File: src/design/pwcpm_pkg.sv
// shared constants and types for the pulse width capture power meter
`timescale 1ns / 1ps
package pwcpm_pkg;

  localparam int NUM_CHANNELS_DEF = 2;

  localparam int TIME_W     = 24;
  localparam int WIDTH_W    = 32;
  localparam int POWER_W    = 24;
  localparam int CFG_W      = 24;
  localparam int CFG_ADDR_W = 2;

  localparam int IN_TDATA_W  = 24;
  localparam int IN_TUSER_W  = 2;
  localparam int OUT_TDATA_W = 96;

  localparam logic [CFG_W-1:0] TIMER_PERIOD_RST = 24'd2000000;
  localparam logic [CFG_W-1:0] POWER_SCALE_RST  = 24'd8136000;
  localparam logic [CFG_W-1:0] POWER_LIMIT_RST  = 24'd1000000;

  // milliwatts per watt, applied to the scale before division
  localparam int MW_PER_W = 1000;

  // scale * 1000 stays below 2^34
  localparam int DIVIDEND_W = 34;
  localparam int DIV_CNT_W  = $clog2(DIVIDEND_W);

  typedef enum logic [CFG_ADDR_W-1:0] {
    CFG_TIMER_PERIOD = 2'd0,
    CFG_POWER_SCALE  = 2'd1,
    CFG_POWER_LIMIT  = 2'd2
  } cfg_addr_t;

  typedef enum logic {
    ACT_EDGE = 1'b0,
    ACT_TICK = 1'b1
  } action_t;

endpackage

File: src/design/pulse_width_capture_power_meter_unit.sv
// top level of the pulse width capture power meter
`timescale 1ns / 1ps
// Two-channel pulse width meter fed by captured edge times and timer overflow ticks.
// Every input transaction gives exactly one output transaction: a snapshot of both
// widths, the channel 0 power in milliwatts and the wait flags after the update.
// A tick, an opening edge or a closing edge on channel 1 goes from acceptance straight to
// the result load; a closing edge on channel 0 passes accept, scale multiply, 34 steps of
// the bit-serial restoring divider, limit check and result load, or skips the divider
// and the limit check when the width is zero. A result still waiting in the output
// register holds the sequencer in its load step. Input is accepted whenever the
// sequencer is idle, even while an earlier result still waits in the output register.
// The user must write configuration through cfg_we / cfg_addr / cfg_wdata only while no
// transaction is in flight; the block itself does not enforce it.
module pulse_width_capture_power_meter_unit #(
  parameter int NUM_CHANNELS = pwcpm_pkg::NUM_CHANNELS_DEF
) (
  input  logic                                  clk,
  input  logic                                  rst_n,
  input  logic                                  cfg_we,
  input  logic [pwcpm_pkg::CFG_ADDR_W-1:0]      cfg_addr,
  input  logic [pwcpm_pkg::CFG_W-1:0]           cfg_wdata,
  input  logic                                  in_tvalid,
  output logic                                  in_tready,
  input  logic [pwcpm_pkg::IN_TDATA_W-1:0]      in_tdata,   // capture_time[23:0]
  input  logic [pwcpm_pkg::IN_TUSER_W-1:0]      in_tuser,   // action[0], channel[1]
  output logic                                  out_tvalid,
  input  logic                                  out_tready,
  // width_ch0[31:0], width_ch1[63:32], power_mw[87:64], wait_fall_ch0[88],
  // wait_fall_ch1[89], zero[95:90]
  output logic [pwcpm_pkg::OUT_TDATA_W-1:0]     out_tdata
);
  import pwcpm_pkg::*;

  typedef enum logic [2:0] {
    S_IDLE,
    S_MUL,
    S_DIV,
    S_FIN,
    S_EMIT
  } state_t;

  state_t state_r, state_nxt;

  logic [CFG_W-1:0] period_r, period_nxt;
  logic [CFG_W-1:0] scale_r, scale_nxt;
  logic [CFG_W-1:0] limit_r, limit_nxt;

  logic [NUM_CHANNELS-1:0]              phase_r, phase_nxt;
  logic [NUM_CHANNELS-1:0]              ovf_r, ovf_nxt;
  logic [NUM_CHANNELS-1:0][TIME_W-1:0]  start_r, start_nxt;
  logic [NUM_CHANNELS-1:0][WIDTH_W-1:0] width_r, width_nxt;
  logic [POWER_W-1:0]                   power_r, power_nxt;

  logic [DIVIDEND_W-1:0] dq_r, dq_nxt;
  logic [WIDTH_W:0]      rem_r, rem_nxt;
  logic [DIV_CNT_W-1:0]  cnt_r, cnt_nxt;

  logic                   out_valid_r, out_valid_nxt;
  logic [OUT_TDATA_W-1:0] out_data_r, out_data_nxt;

  logic          in_action;
  logic          in_channel;
  logic [TIME_W-1:0] in_time;

  logic [WIDTH_W-1:0] w_new;
  logic [WIDTH_W:0]   rem_sh;
  logic               close_ch0;
  logic [WIDTH_W-1:0] snap_w0, snap_w1;
  logic               snap_wait0, snap_wait1;

  assign in_action  = in_tuser[0];
  assign in_channel = in_tuser[1];
  assign in_time    = in_tdata[TIME_W-1:0];

  assign in_tready  = (state_r == S_IDLE);
  assign out_tvalid = out_valid_r;
  assign out_tdata  = out_data_r;

  // result snapshot from the current state
  always_comb begin
    snap_w0    = width_r[0];
    snap_wait0 = phase_r[0];
    snap_w1    = '0;
    snap_wait1 = 1'b0;
    for (int c = 0; c < NUM_CHANNELS; c++) begin
      if (c == 1) begin
        snap_w1    = width_r[c];
        snap_wait1 = phase_r[c];
      end
    end
  end

  always_comb begin
    state_nxt     = state_r;
    period_nxt    = period_r;
    scale_nxt     = scale_r;
    limit_nxt     = limit_r;
    phase_nxt     = phase_r;
    ovf_nxt       = ovf_r;
    start_nxt     = start_r;
    width_nxt     = width_r;
    power_nxt     = power_r;
    dq_nxt        = dq_r;
    rem_nxt       = rem_r;
    cnt_nxt       = cnt_r;
    out_valid_nxt = out_valid_r;
    out_data_nxt  = out_data_r;
    w_new         = '0;
    close_ch0     = 1'b0;
    rem_sh        = {rem_r[WIDTH_W-1:0], dq_r[DIVIDEND_W-1]};

    if (cfg_we) begin
      unique case (cfg_addr)
        CFG_TIMER_PERIOD: period_nxt = cfg_wdata;
        CFG_POWER_SCALE:  scale_nxt  = cfg_wdata;
        CFG_POWER_LIMIT:  limit_nxt  = cfg_wdata;
        default: ;
      endcase
    end

    if (out_valid_r && out_tready) begin
      out_valid_nxt = 1'b0;
    end

    unique case (state_r)
      S_IDLE: begin
        if (in_tvalid) begin
          if (in_action == ACT_TICK) begin
            // overflow count runs 0,1 and wraps at the second tick
            for (int c = 0; c < NUM_CHANNELS; c++) begin
              if (ovf_r[c]) begin
                ovf_nxt[c] = 1'b0;
                if (c == 0) begin
                  power_nxt = '0;
                end
                if (phase_r[c]) begin
                  phase_nxt[c] = 1'b0;
                  width_nxt[c] = '0;
                end
              end else begin
                ovf_nxt[c] = 1'b1;
              end
            end
          end else begin
            for (int c = 0; c < NUM_CHANNELS; c++) begin
              if (c < 2 && in_channel == 1'(c)) begin
                if (!phase_r[c]) begin
                  start_nxt[c] = in_time;
                  phase_nxt[c] = 1'b1;
                  ovf_nxt[c]   = 1'b0;
                end else begin
                  w_new = WIDTH_W'(in_time)
                        + (ovf_r[c] ? WIDTH_W'(period_r) : '0)
                        - WIDTH_W'(start_r[c]);
                  width_nxt[c] = w_new;
                  phase_nxt[c] = 1'b0;
                  if (c == 0) begin
                    close_ch0 = 1'b1;
                  end
                end
              end
            end
          end
          state_nxt = close_ch0 ? S_MUL : S_EMIT;
        end
      end
      S_MUL: begin
        if (width_r[0] == '0) begin
          power_nxt = '0;
          state_nxt = S_EMIT;
        end else begin
          dq_nxt    = DIVIDEND_W'(scale_r) * DIVIDEND_W'(MW_PER_W);
          rem_nxt   = '0;
          cnt_nxt   = '0;
          state_nxt = S_DIV;
        end
      end
      S_DIV: begin
        // one quotient bit per cycle, shifted in behind the dividend
        if (rem_sh >= {1'b0, width_r[0]}) begin
          rem_nxt = rem_sh - {1'b0, width_r[0]};
          dq_nxt  = {dq_r[DIVIDEND_W-2:0], 1'b1};
        end else begin
          rem_nxt = rem_sh;
          dq_nxt  = {dq_r[DIVIDEND_W-2:0], 1'b0};
        end
        cnt_nxt = cnt_r + 1'b1;
        if (cnt_r == DIV_CNT_W'(DIVIDEND_W - 1)) begin
          state_nxt = S_FIN;
        end
      end
      S_FIN: begin
        power_nxt = (dq_r > DIVIDEND_W'(limit_r)) ? '0 : dq_r[POWER_W-1:0];
        state_nxt = S_EMIT;
      end
      S_EMIT: begin
        if (!out_valid_r || out_tready) begin
          out_valid_nxt = 1'b1;
          out_data_nxt  = {6'b0, snap_wait1, snap_wait0, power_r, snap_w1, snap_w0};
          state_nxt     = S_IDLE;
        end
      end
      default: state_nxt = S_IDLE;
    endcase
  end

  always_ff @(posedge clk) begin
    if (!rst_n) begin
      state_r     <= S_IDLE;
      period_r    <= TIMER_PERIOD_RST;
      scale_r     <= POWER_SCALE_RST;
      limit_r     <= POWER_LIMIT_RST;
      phase_r     <= '0;
      ovf_r       <= '0;
      width_r     <= '0;
      power_r     <= '0;
      out_valid_r <= 1'b0;
    end else begin
      state_r     <= state_nxt;
      period_r    <= period_nxt;
      scale_r     <= scale_nxt;
      limit_r     <= limit_nxt;
      phase_r     <= phase_nxt;
      ovf_r       <= ovf_nxt;
      width_r     <= width_nxt;
      power_r     <= power_nxt;
      out_valid_r <= out_valid_nxt;
    end
    start_r    <= start_nxt;
    dq_r       <= dq_nxt;
    rem_r      <= rem_nxt;
    cnt_r      <= cnt_nxt;
    out_data_r <= out_data_nxt;
  end

`ifndef SYNTH
  a_accept_leaves_idle: assert property (@(posedge clk) disable iff (!rst_n)
    in_tvalid && in_tready |=> state_r != S_IDLE)
    else $error("accepted transaction did not start processing");

  a_div_count_bound: assert property (@(posedge clk) disable iff (!rst_n)
    state_r == S_DIV |-> cnt_r < DIV_CNT_W'(DIVIDEND_W))
    else $error("divider step count overran");

  a_power_within_limit: assert property (@(posedge clk) disable iff (!rst_n)
    state_r == S_FIN |=> power_r <= limit_r)
    else $error("power above limit after division");

  a_remainder_below_divisor: assert property (@(posedge clk) disable iff (!rst_n)
    state_r == S_DIV && cnt_r != '0 |-> rem_r < {1'b0, width_r[0]})
    else $error("divider remainder not reduced");
`endif

endmodule

File: config.mk
export PLATFORM = sky130hd
export DESIGN_NAME = pulse_width_capture_power_meter_unit
export DESIGN_NICKNAME = d
export VERILOG_FILES = /design/src/design/pwcpm_pkg.sv /design/src/design/pulse_width_capture_power_meter_unit.sv
export SDC_FILE = /design/constraint.sdc
export NUM_CORES = 1
export LEC_CHECK = 0
export ABC_AREA = 1
export BUFFER_PORTS_ARGS = -buffer_cell sky130_fd_sc_hd__buf_2
export CAP_MARGIN = 20
export CORE_UTILIZATION = 55
export DETAILED_ROUTE_END_ITERATION = 12
export PLACE_DENSITY = 0.83
export SYNTH_ARGS = -nofsm -noshare
export SYNTH_HDL_FRONTEND = slang
export SYNTH_SLANG_ARGS = --single-unit
File: constraint.sdc
create_clock -name clk -period 4.6 [get_ports clk]
set_input_delay 0.46 -clock clk [delete_from_list [all_inputs] [get_ports clk]]
set_output_delay 0.46 -clock clk [all_outputs]
set_load 0.1 [all_outputs]
==> impl_metrics.sql, run 1 <==
INSERT INTO impl_metrics (metric_group, metric, value, unit) VALUES
('sta', 'clock.fmax', '226', 'MHz'),
('sta', 'min_period_over_period', '96.2', '%'),
('sta', 'setup_violations', '0', ''),
('placed_design', 'dpl.cell_count', '3699', ''),
('status', 'status', 'finished, final reports clean', ''),
('worst_setup_path', 'cp_data_arrival_time', '4.72', 'ns'),
('clocking', 'clk_pin_slew_worst_paths', '0.06', 'ns'),
('floorplanning', 'floorplan.core_area', '43300', 'sq um'),
('clocking', 'cts_made_buffers', '40', ''),
('pwr', 'vdd_ir_drop_max', '0.332', 'mV'),
('clocking', 'cts-htree-levels', '2', ''),
('worst_setup_path', 'cp_data_required_time', '4.89', 'ns'),
('clocking', 'clock_sinks', '354', ''),
('global_routing', 'globalRoute.totalOverflow', '0', ''),
('drt', 'remaining_design_rule_violation_count', '0', ''),
('drt', 'routed_wirelength', '63300', 'microns'),
('sta', 'tightestPinTransition', '0.907', 'ns'),
('yosys', 'ffs_latches_synth', '354', ''),
('clocking', 'cts_root_cell', 'clkbuf_16', ''),
('cells_and_area', 'synthToLayoutAreaGrowth', '11.4', '%'),
('yosys', 'postSynthCellCount', '3019', ''),
('drt', 'antenna_left', '0', ''),
('placed_design', 'hpwlAfterDp', '48600', 'microns'),
('worst_setup_path', 'critPathMaxFanout', '5', ''),
('drt', 'router_iterations_before_antenna_repair', '6', ''),
('min_path', 'hold_class', 'input port to register', ''),
('worst_setup_path', 'timing.reg2reg.setup_slack', '0.17', 'ns'),
('floorplanning', 'io-pin-count', '155', ''),
('sta', 'hold_viol', '0', ''),
('drt', 'num_vias', '20300', ''),
('placed_design', 'routabilityCongestion', '1.02', ''),
('yosys', 'synth_area_per_cell', '8.04', 'sq um'),
('sta', 'timing_max_transition_violations_final', '0', ''),
('cells_and_area', 'number_of_nets_in_the_finished_design', '3526', ''),
('global_routing', 'number_of_antenna_violations_at_the_first_check_in_global_routing', '1', ''),
('clocking', 'tritoncts', 'done', ''),
('flow_run', 'timing.max_cap.violations', '0', ''),
('worst_setup_path', 'timing.setup.critical_path_class', 'register to register', ''),
('cells_and_area', 'stdcell_count', '3775', ''),
('global_routing', 'grt_util_all_layers', '28.3', '%'),
('floorplanning', 'die_area', '45000', 'sq um'),
('global_routing', 'grt_start_max_net_pins', '77', ''),
('yosys', 'synth_cell_types', '50', ''),
('sta', 'fin_worst_skew', '0.0532', 'ns'),
('yosys', 'synth_warnings', '0', ''),
('clocking', 'clock_insertion_delay_worst_skew', '0.59', 'ns'),
('clocking', 'clockBufferDepth', '3', ''),
('floorplanning', 'initial_core_util', '56.1', '%'),
('worst_setup_path', 'timing.critical_path.to_type', 'register', ''),
('drt', 'avgViaCountPerCell', '5.39', ''),
('pwr', 'p_per_area', '435', 'nW/um^2'),
('pwr', 'total_power', '11.8', 'mW'),
('floorplanning', 'die_x', '212', 'microns'),
('drt', 'drt_iter0_drc', '1705', ''),
('sta', 'min_period', '4.43', 'ns'),
('global_routing', 'grt_first_pass_wirelength', '98600', 'microns'),
('pwr', 'leakagePower', '12.7', 'nW'),
('cells_and_area', 'drive_above_1_share', '9.25', '%'),
('sta', 'max_slew_margin', '39.4', '%'),
('yosys', 'synth-seq-area-share', '37.4', '%'),
('sta', 'setup_tns', '0', 'ns'),
('placed_design', 'buffer_ports.inserted', '148', ''),
('floorplanning', 'fp-row-count', '76', ''),
('worst_setup_path', 'cp-start-kind', 'register', ''),
('drt', 'drt-wirelength-per-cell', '16.8', 'microns'),
('floorplanning', 'die_height', '212', 'microns'),
('yosys', 'mappedNetlistArea', '24300', 'sq um'),
('global_routing', 'via_count_of_the_first_global_routing_pass', '19100', ''),
('cells_and_area', 'nFillCells', '3704', '');
repair_timing:
action	CTS	global route
resized for setup	0	20
setup endpoints to repair	0	9
setup buffers	0	1
hold buffers	0	0
stage by stage:
stage	hold WS (ns)	worst slack [ns]	area (sq um)	util, %
final	0.108	0.174	27000	62.5
after global routing	0.0912	-0.0292	27000	62.5
after CTS	0.0887	0.133	27000	62.4
after detailed placement	0.417	0.151	25500	59.0
after global placement	0.414	0.200	25500	59.0
after floorplan	0.408	0.499	24300	-
sequential cells by signal, summed over array words and instances (netlist names):
name and count:
rem_r 32, out_tvalid 1, phase_r 2, out_tdata 78, snap_w1 26, ovf_r 2, state_r 3, period_r 24
dq_r 34, limit_r 24, cnt_r 6, scale_r 24, snap_w0 26, power_r 24, start_r 48
critical path, cell delays in order, from the launching register on:
cell	delay (ns)
dfxtp_1	0.46
inv_2	0.13
fa_1	0.47
fa_1	0.51
inv_1	0.05
fa_1	0.50
inv_1	0.05
fa_1	0.49
inv_1	0.04
ha_1	0.39
nand2_1	0.14
nor2_1	0.20
inv_1	0.11
nor2_1	0.25
nand3b_1	0.14
nand2_1	0.08
nand2_1	0.04
nand3_1	0.06
nand2_1	0.06
path summary, 6_finish.rpt:
check | startpoint | cells past startpoint | endpoint
setup reg to reg | scale_r[17] | 18 | dq_r[33]
hold reg to reg | power_r[7] | 0 | out_tdata[71]
setup / recovery | scale_r[17] | 18 | dq_r[33]
hold / removal | in_tdata[1] | 1 | start_r[1]
where the power goes:
part	switching, mW	total, mW	leakage [nW]	internal (mW)
Combinational	3.09	4.58	8.90	1.49
Sequential	0.0698	3.66	3.10	3.59
Clock	1.37	3.53	0.714	2.16
cells in the final DEF, fill, tap and decap left out, drive strengths merged, types with 2 or more instances in the layout:
cell type,Yosys,layout
a211oi,2,2
a21boi,3,3
a21o,10,10
a21oi,187,187
a22o,3,3
and2,2,2
buf,34,167
bufinv,0,7
clkbuf,42,50
clkinv,1,9
clkinvlp,0,3
conb,1,6
dfxtp,156,156
edfxtp,198,198
fa,135,135
ha,177,177
inv,528,534
nand2,781,781
nand2b,2,2
nand3,102,102
nand3b,26,26
nand4,22,22
nor2,295,295
nor3,37,37
nor3b,2,2
nor4,10,10
o211a,2,2
o211ai,16,16
o21a,2,2
o21ai,176,176
o21bai,7,7
o22ai,11,11
or2,7,7
xnor2,17,17
xor2,20,20
synthesized netlist by cell type (all sizes together):
library cell | n | area, sq um
fa | 135 | 2700
a22o | 3 | 26.3
nand2b | 2 | 12.5
conb | 1 | 3.75
xor2 | 20 | 175
clkbuf | 42 | 158
nand3 | 102 | 521
clkinv | 1 | 3.75
xnor2 | 17 | 149
and2 | 2 | 12.5
a2111oi | 1 | 8.76
a31oi | 1 | 6.26
o31ai | 1 | 7.51
a21o | 10 | 75.1
nand3b | 26 | 195
nand2 | 781 | 2960
ha | 177 | 2210
dfxtp | 156 | 3120
o211a | 2 | 20.0
nor3b | 2 | 15.0
nor3 | 37 | 201
inv | 528 | 1980
a21boi | 3 | 22.5
o21ai | 176 | 881
o21bai | 7 | 52.6
nor2 | 295 | 1140
a211oi | 2 | 15.0
edfxtp | 198 | 5950
nor4 | 10 | 62.6
o211ai | 16 | 120
or2 | 7 | 43.8
and3 | 1 | 6.26
a21oi | 187 | 936
o41ai | 1 | 8.76
o21a | 2 | 15.0
nand4 | 22 | 138
o22ai | 11 | 68.8
buf | 34 | 246
logic make-up (layout without fill, tap and decap cells):
family          count (synthesis)  count (layout)  share of synthesized area, %
compound gates                423             423                          9.33
xor+xnor                       37              37                          1.34
fa+ha+maj                     312             312                          20.3
buf+inv                       605             770                          9.85
flops                         354             354                          37.4
other cells                     1               7                        0.0155
simple gates                 1287            1287                          21.8
routing by layer:
layer	GRT usage, %	up-vias	share of wire, %	wire length, microns
met1	37.4	9503	42	26700
met3	5.44	137	8.2	5200
met4	10.3	0	3.4	2140
met5	0	-	0	0
met2	46.2	771	46	29200
li1	-	9918	-	-
final cells by class:
type	instances	area (sq um)	share of cell area, %
Multi-Input combinational cell	2065	12900	47.6
Sequential cell	354	9070	33.5
Inverter	529	1990	7.34
Clock buffer	50	1130	4.19
Timing Repair Buffer	167	911	3.37
Tap cell	585	732	2.71
Clock inverter	24	332	1.23
Antenna cell	1	2.50	0.00925
(Power assumes the default switching activity.)
==> run 2: changes to the inputs <==
==> constraint.sdc (replaced) <==
create_clock -name clk -period 4.6 [get_ports clk]
set_input_delay 0.23 -clock clk [delete_from_list [all_inputs] [get_ports clk]]
set_output_delay 0.23 -clock clk [all_outputs]
set_load 0.1 [all_outputs]
==> run 2 against run 1 <==
Against the previous run: final cell count rose by 0.66%; final area rose by 0.70%; global-route usage rose by 0.71 points.
==> impl_metrics.sql, run 2 (synthesis results as in run 1) <==
INSERT INTO impl_metrics (metric_group, metric, value, unit) VALUES
('status', 'status', 'finished, final reports clean', ''),
('drt', 'num_vias', '20300', ''),
('pwr', 'power.switching_fraction', '38.7', '%'),
('pwr', 'leakagePower', '12.8', 'nW'),
('drt', 'drt_iter0_drc', '1725', ''),
('cells_and_area', 'number_of_nets_in_the_finished_design', '3550', ''),
('pwr', 'vdd_ir_drop_max', '0.367', 'mV'),
('worst_setup_path', 'cp-start-kind', 'register', ''),
('floorplanning', 'initial_core_util', '56.1', '%'),
('drt', 'avgViaCountPerCell', '5.34', ''),
('worst_setup_path', 'timing.critical_path.to_type', 'register', ''),
('drt', 'met2_length', '29300', 'microns'),
('global_routing', 'grt_util_all_layers', '29.0', '%'),
('clocking', 'clock_insertion_delay_worst_skew', '0.57', 'ns'),
('clocking', 'clk_pin_slew_worst_paths', '0.06', 'ns'),
('global_routing', 'grt_first_pass_wirelength', '101000', 'microns'),
('sta', 'fin_worst_skew', '0.0285', 'ns'),
('sta', 'min_period', '4.39', 'ns'),
('pwr', 'power_report.internal_total', '7.13', 'mW'),
('pwr', 'combinationalPowerShare', '39.1', '%'),
('sta', 'clock.fmax', '228', 'MHz'),
('min_path', 'hold_class', 'input port to register', ''),
('drt', 'routed_wirelength', '64000', 'microns'),
('clocking', 'clockBufferDepth', '3', ''),
('floorplanning', 'die_height', '212', 'microns'),
('sta', 'max_slew_margin', '34.1', '%'),
('pwr', 'p_switching', '4.51', 'mW'),
('drt', 'wirelength_met1', '27100', 'microns'),
('global_routing', 'via_count_of_the_first_global_routing_pass', '19600', ''),
('floorplanning', 'die_x', '212', 'microns'),
('cells_and_area', 'layout.cells.most_common_list', 'nand2_1 (772), inv_1 (507), nor2_1 (283)', ''),
('clocking', 'cts_made_buffers', '41', ''),
('worst_setup_path', 'cp_data_arrival_time', '4.67', 'ns'),
('drt', 'antenna_left', '0', ''),
('sta', 'setup_violations', '0', ''),
('drt', 'dr.max_layer_used', 'met5', ''),
('drt', 'remaining_design_rule_violation_count', '0', ''),
('drt', 'route.met3.wl', '5110', 'microns'),
('sta', 'grt_setup_unrepaired', 'yes', ''),
('floorplanning', 'io-pin-count', '155', ''),
('clocking', 'cts_root_cell', 'clkbuf_16', ''),
('pwr', 'seqPwrFrac', '31.5', '%'),
('global_routing', 'grt_start_max_net_pins', '77', ''),
('sta', 'hold_viol', '0', ''),
('placed_design', 'routabilityCongestion', '0.983', ''),
('drt', 'drt-wirelength-per-cell', '16.8', 'microns'),
('floorplanning', 'fp-row-count', '76', ''),
('pwr', 'p_per_area', '427', 'nW/um^2'),
('clocking', 'clock_sinks', '354', ''),
('sta', 'setup_tns', '0', 'ns'),
('cells_and_area', 'nFillCells', '3717', ''),
('worst_setup_path', 'critPathMaxFanout', '5', ''),
('cells_and_area', 'max_ffs_per_register', '78', ''),
('drt', 'router_iterations_before_antenna_repair', '6', ''),
('pwr', 'total_power', '11.6', 'mW'),
('clocking', 'total_setup_buffers_inserted_after_cts', '0', ''),
('sta', 'tightestPinTransition', '0.986', 'ns'),
('flow_run', 'timing.max_cap.violations', '0', ''),
('placed_design', 'buffer_ports.inserted', '148', ''),
('clocking', 'tritoncts', 'done', ''),
('cells_and_area', 'synthToLayoutAreaGrowth', '12.2', '%'),
('sta', 'min_period_over_period', '95.5', '%'),
('global_routing', 'number_of_antenna_violations_at_the_first_check_in_global_routing', '1', ''),
('sta', 'timing_max_transition_violations_final', '0', ''),
('pwr', 'clock_power_share', '29.4', '%'),
('clocking', 'cts-htree-levels', '2', ''),
('worst_setup_path', 'cp_data_required_time', '4.88', 'ns'),
('cells_and_area', 'final_common_cell', 'nand2_1', ''),
('cells_and_area', 'drive_above_1_share', '9.09', '%'),
('placed_design', 'hpwlAfterDp', '49300', 'microns'),
('global_routing', 'globalRoute.totalOverflow', '0', ''),
('worst_setup_path', 'timing.reg2reg.setup_slack', '0.21', 'ns'),
('floorplanning', 'die_area', '45000', 'sq um'),
('floorplanning', 'floorplan.core_area', '43300', 'sq um'),
('worst_setup_path', 'timing.setup.critical_path_class', 'register to register', '');
[run 2: cell types whose count changed in the layout (fill, tap and decap cells not counted), sizes merged]
cell	previous run	this run
dlygate4sd3	0	26
buf	167	164
inv	534	533
clkinvlp	3	2
bufinv	7	5
clkinv	9	15
[run 2: layout make-up]
class / count / area (sq um) / share of cell area, %
Clock buffer: 50 / 1130 / 4.16
Inverter: 529 / 1990 / 7.29
Multi-Input combinational cell: 2065 / 12900 / 47.3
Timing Repair Buffer: 190 / 1150 / 4.22
Sequential cell: 354 / 9070 / 33.3
Tap cell: 585 / 732 / 2.69
Clock inverter: 26 / 285 / 1.05
Antenna cell: 1 / 2.50 / 0.00919
[run 2: worst paths after layout]
path                      start            end  depth (start not counted)
setup / recovery    scale_r[13]       dq_r[24]                         16
hold / removal    cfg_wdata[10]   period_r[10]                          3
setup reg to reg    scale_r[13]       dq_r[24]                         16
hold reg to reg     snap_w1[22]  out_tdata[54]                          0
[run 2: per-stage QoR]
step | instances | hold WS [ns] | utilization (%) | cell area, sq um | worst slack, ns
5_1_grt | 3799 | 0.0357 | 62.9 | 27200 | -0.0268
2_1_floorplan | 3024 | 0.329 | - | 24300 | 0.499
3_5_place_dp | 3697 | 0.417 | 59.0 | 25500 | 0.0783
3_3_place_gp | 3695 | 0.414 | 58.9 | 25500 | 0.126
6_report | 3800 | 0.0354 | 62.9 | 27200 | 0.207
4_1_cts | 3799 | 0.0123 | 62.9 | 27200 | 0.0933
[run 2: critical path, stage by stage, from the launching register on]
cell	delay [ns]
dfxtp_1	0.36
inv_1	0.17
fa_1	0.60
fa_1	0.45
fa_1	0.51
fa_1	0.53
inv_1	0.05
ha_1	0.36
nand2_1	0.14
nor2_1	0.17
inv_1	0.09
nor2_2	0.17
nand4_1	0.17
nand3_1	0.13
nand2_1	0.06
nand3_1	0.06
o21ai_0	0.08
[run 2: routing by layer]
| metal | track usage [%] | vias up |
|---|---|---|
| li1 | - | 9957 |
| met1 | 38.4 | 9555 |
| met2 | 46.8 | 662 |
| met3 | 5.11 | 127 |
| met4 | 12.3 | 2 |
| met5 | 0 | - |
[run 2: power groups by stage]
stage	clock network, mW	logic, mW	registers [mW]
after floorplan	0	3.02	4.12
after global placement	0	4.38	3.73
after detailed placement	0	4.40	3.73
after CTS	3.46	4.45	3.66
after global routing	3.57	5.11	3.67
final	3.42	4.55	3.66
[run 2: timing repair]
action | CTS | global route
hold endpoints to repair | 50 | 0
hold buffers | 26 | 0
setup endpoints to repair | 0 | 12
gates resized for setup | 0 | 22
==> run 3: changes to the inputs <==
--- a/config.mk
+++ b/config.mk
@@ -10,6 +10,7 @@
 export CAP_MARGIN = 20
 export CORE_UTILIZATION = 55
 export DETAILED_ROUTE_END_ITERATION = 12
+export MAX_ROUTING_LAYER = met4
 export PLACE_DENSITY = 0.83
 export SYNTH_ARGS = -nofsm -noshare
 export SYNTH_HDL_FRONTEND = slang
==> run 3 against run 2 <==
Against the previous run: count of clock-buffer cells in the layout rose by 2; global-route usage rose by 1.7 points; setup slack improved by 0.024 ns; total power is 1.2% higher; largest cell class unchanged.
==> impl_metrics.sql, run 3 (synthesis results as in run 1) <==
INSERT INTO impl_metrics (metric_group, metric, value, unit) VALUES
('status', 'status', 'finished, final reports clean', ''),
('cells_and_area', 'number_of_nets_in_the_finished_design', '3548', ''),
('pwr', 'p_per_area', '432', 'nW/um^2'),
('pwr', 'leakagePower', '12.8', 'nW'),
('sta', 'tightestPinTransition', '1.02', 'ns'),
('placed_design', 'hpwlAfterDp', '49700', 'microns'),
('clocking', 'clk_pin_slew_worst_paths', '0.06', 'ns'),
('clocking', 'clock_sinks', '354', ''),
('sta', 'min_period_over_period', '95.0', '%'),
('floorplanning', 'fp-row-count', '76', ''),
('drt', 'antenna_left', '0', ''),
('cells_and_area', 'layout.cells.most_common_list', 'nand2_1 (772), inv_1 (507), nor2_1 (283)', ''),
('sta', 'max_slew_margin', '31.8', '%'),
('floorplanning', 'floorplan.core_area', '43300', 'sq um'),
('pwr', 'combinationalPowerShare', '39.5', '%'),
('sta', 'timing_max_transition_violations_final', '0', ''),
('flow_run', 'timing.max_cap.violations', '0', ''),
('floorplanning', 'io-pin-count', '155', ''),
('global_routing', 'grt_start_max_net_pins', '77', ''),
('clocking', 'clock_insertion_delay_worst_skew', '0.58', 'ns'),
('pwr', 'total_power', '11.8', 'mW'),
('worst_setup_path', 'cp-start-kind', 'register', ''),
('drt', 'remaining_design_rule_violation_count', '0', ''),
('global_routing', 'grt_util_all_layers', '30.7', '%'),
('sta', 'setup_violations', '0', ''),
('cells_and_area', 'drive_above_1_share', '9.03', '%'),
('worst_setup_path', 'timing.critical_path.to_type', 'register', ''),
('pwr', 'p_switching', '4.60', 'mW'),
('floorplanning', 'die_height', '212', 'microns'),
('placed_design', 'routabilityCongestion', '0.998', ''),
('cells_and_area', 'sequential_cell_area', '9070', 'sq um'),
('clocking', 'clockBufferDepth', '3', ''),
('sta', 'fin_worst_skew', '0.0172', 'ns'),
('cells_and_area', 'max_ffs_per_register', '78', ''),
('floorplanning', 'initial_core_util', '56.1', '%'),
('floorplanning', 'die_x', '212', 'microns'),
('cells_and_area', 'nFillCells', '3653', ''),
('min_path', 'hold_class', 'input port to register', ''),
('sta', 'min_period', '4.37', 'ns'),
('global_routing', 'number_of_antenna_violations_at_the_first_check_in_global_routing', '0', ''),
('drt', 'num_vias', '20400', ''),
('pwr', 'clock_power_share', '29.3', '%'),
('drt', 'router_iterations_before_antenna_repair', '6', ''),
('sta', 'hold_viol', '0', ''),
('drt', 'drt-wirelength-per-cell', '17.2', 'microns'),
('global_routing', 'grt_first_pass_wirelength', '104000', 'microns'),
('worst_setup_path', 'cp_data_required_time', '4.89', 'ns'),
('worst_setup_path', 'timing.reg2reg.setup_slack', '0.23', 'ns'),
('min_path', 'hold_path_startpoint', 'cfg_wdata[22]', ''),
('drt', 'avgViaCountPerCell', '5.36', ''),
('pwr', 'seqPwrFrac', '31.1', '%'),
('clocking', 'cts-htree-levels', '2', ''),
('sta', 'clock.fmax', '229', 'MHz'),
('global_routing', 'via_count_of_the_first_global_routing_pass', '19500', ''),
('pwr', 'vdd_ir_drop_max', '0.307', 'mV'),
('pwr', 'power_report.internal_total', '7.17', 'mW'),
('placed_design', 'buffer_ports.inserted', '148', ''),
('drt', 'routed_wirelength', '65400', 'microns'),
('sta', 'setup_tns', '0', 'ns'),
('worst_setup_path', 'timing.critical_path.from', 'scale_r[2]', ''),
('worst_setup_path', 'critPathMaxFanout', '5', ''),
('worst_setup_path', 'cp_data_arrival_time', '4.66', 'ns'),
('clocking', 'tritoncts', 'done', ''),
('cells_and_area', 'synthToLayoutAreaGrowth', '12.3', '%'),
('worst_setup_path', 'launch_point_of_the_worst_reg_to_reg_path', 'scale_r[2]', ''),
('cells_and_area', 'final_common_cell', 'nand2_1', ''),
('sta', 'grt_setup_unrepaired', 'no', ''),
('floorplanning', 'die_area', '45000', 'sq um'),
('clocking', 'cts_root_cell', 'clkbuf_16', ''),
('pwr', 'power.switching_fraction', '39.1', '%'),
('cells_and_area', 'area_used_by_multi_input_combinational_logic', '12900', 'sq um'),
('global_routing', 'globalRoute.totalOverflow', '0', ''),
('drt', 'drt_iter0_drc', '1739', ''),
('clocking', 'cts_made_buffers', '39', ''),
('worst_setup_path', 'timing.setup.critical_path_class', 'register to register', '');
## run 3: cell type report
class	count	share of cell area, %
multi-input combinational	2065	47.3
sequential	354	33.3
inverter	529	7.29
clock buffer	52	4.22
timing repair buffer	190	4.21
tap	585	2.69
clock inverter	20	1.03
antenna	1	0.00919
## run 3: critical path, cell delays in order (launching register included)
cell	delay, ns
dfxtp_1	0.41
fa_1	0.49
fa_1	0.52
inv_1	0.05
fa_1	0.50
fa_1	0.53
inv_1	0.05
ha_1	0.36
a21oi_1	0.22
nand2_1	0.13
nand2_1	0.10
nand2_1	0.12
nand2_1	0.09
nand2_1	0.12
xnor2_1	0.27
o21ai_0	0.12
## run 3: power groups by stage
stage | registers, mW | clock network [mW] | logic [mW]
floorplan | 4.12 | 0 | 3.02
global placement | 3.73 | 0 | 4.47
detailed placement | 3.73 | 0 | 4.48
CTS | 3.66 | 3.51 | 4.54
global route | 3.68 | 3.61 | 5.18
finish | 3.67 | 3.45 | 4.65
## run 3: path summary, 6_finish.rpt
| check | end | cells after the start |
|---|---|---|
| setup / recovery | dq_r[16] | 15 |
| hold reg to reg | out_tdata[50] | 0 |
| setup reg to reg | dq_r[16] | 15 |
| hold / removal | scale_r[22] | 3 |
## run 3: what timing repair did
item | CTS | global route
resized for setup | 0 | 22
hold buffers | 28 | 0
hold endpoints to repair | 53 | 0
setup buffers | 0 | 1
setup endpoints to repair | 0 | 8
## run 3: per-stage QoR
| step | instance area (sq um) | hold WS (ns) | utilization (%) | cells | setup WS, ns |
|---|---|---|---|---|---|
| after global routing | 27200 | 0.0188 | 63.0 | 3795 | 0.00428 |
| after CTS | 27200 | 0.00288 | 62.8 | 3793 | 0.127 |
| final | 27200 | 0.0310 | 63.0 | 3796 | 0.231 |
| after floorplan | 24300 | 0.329 | - | 3024 | 0.499 |
| after global placement | 25500 | 0.412 | 58.9 | 3693 | 0.148 |
| after detailed placement | 25500 | 0.414 | 58.9 | 3693 | 0.143 |
## run 3: layer usage
metal	vias to the layer above	part of all wire (%)	global-route usage (%)
met2	771	46	48.2
met3	107	7.3	5.76
met4	0	2.6	9.15
li1	9968	-	-
met1	9519	44	40.5
met5	-	0	-
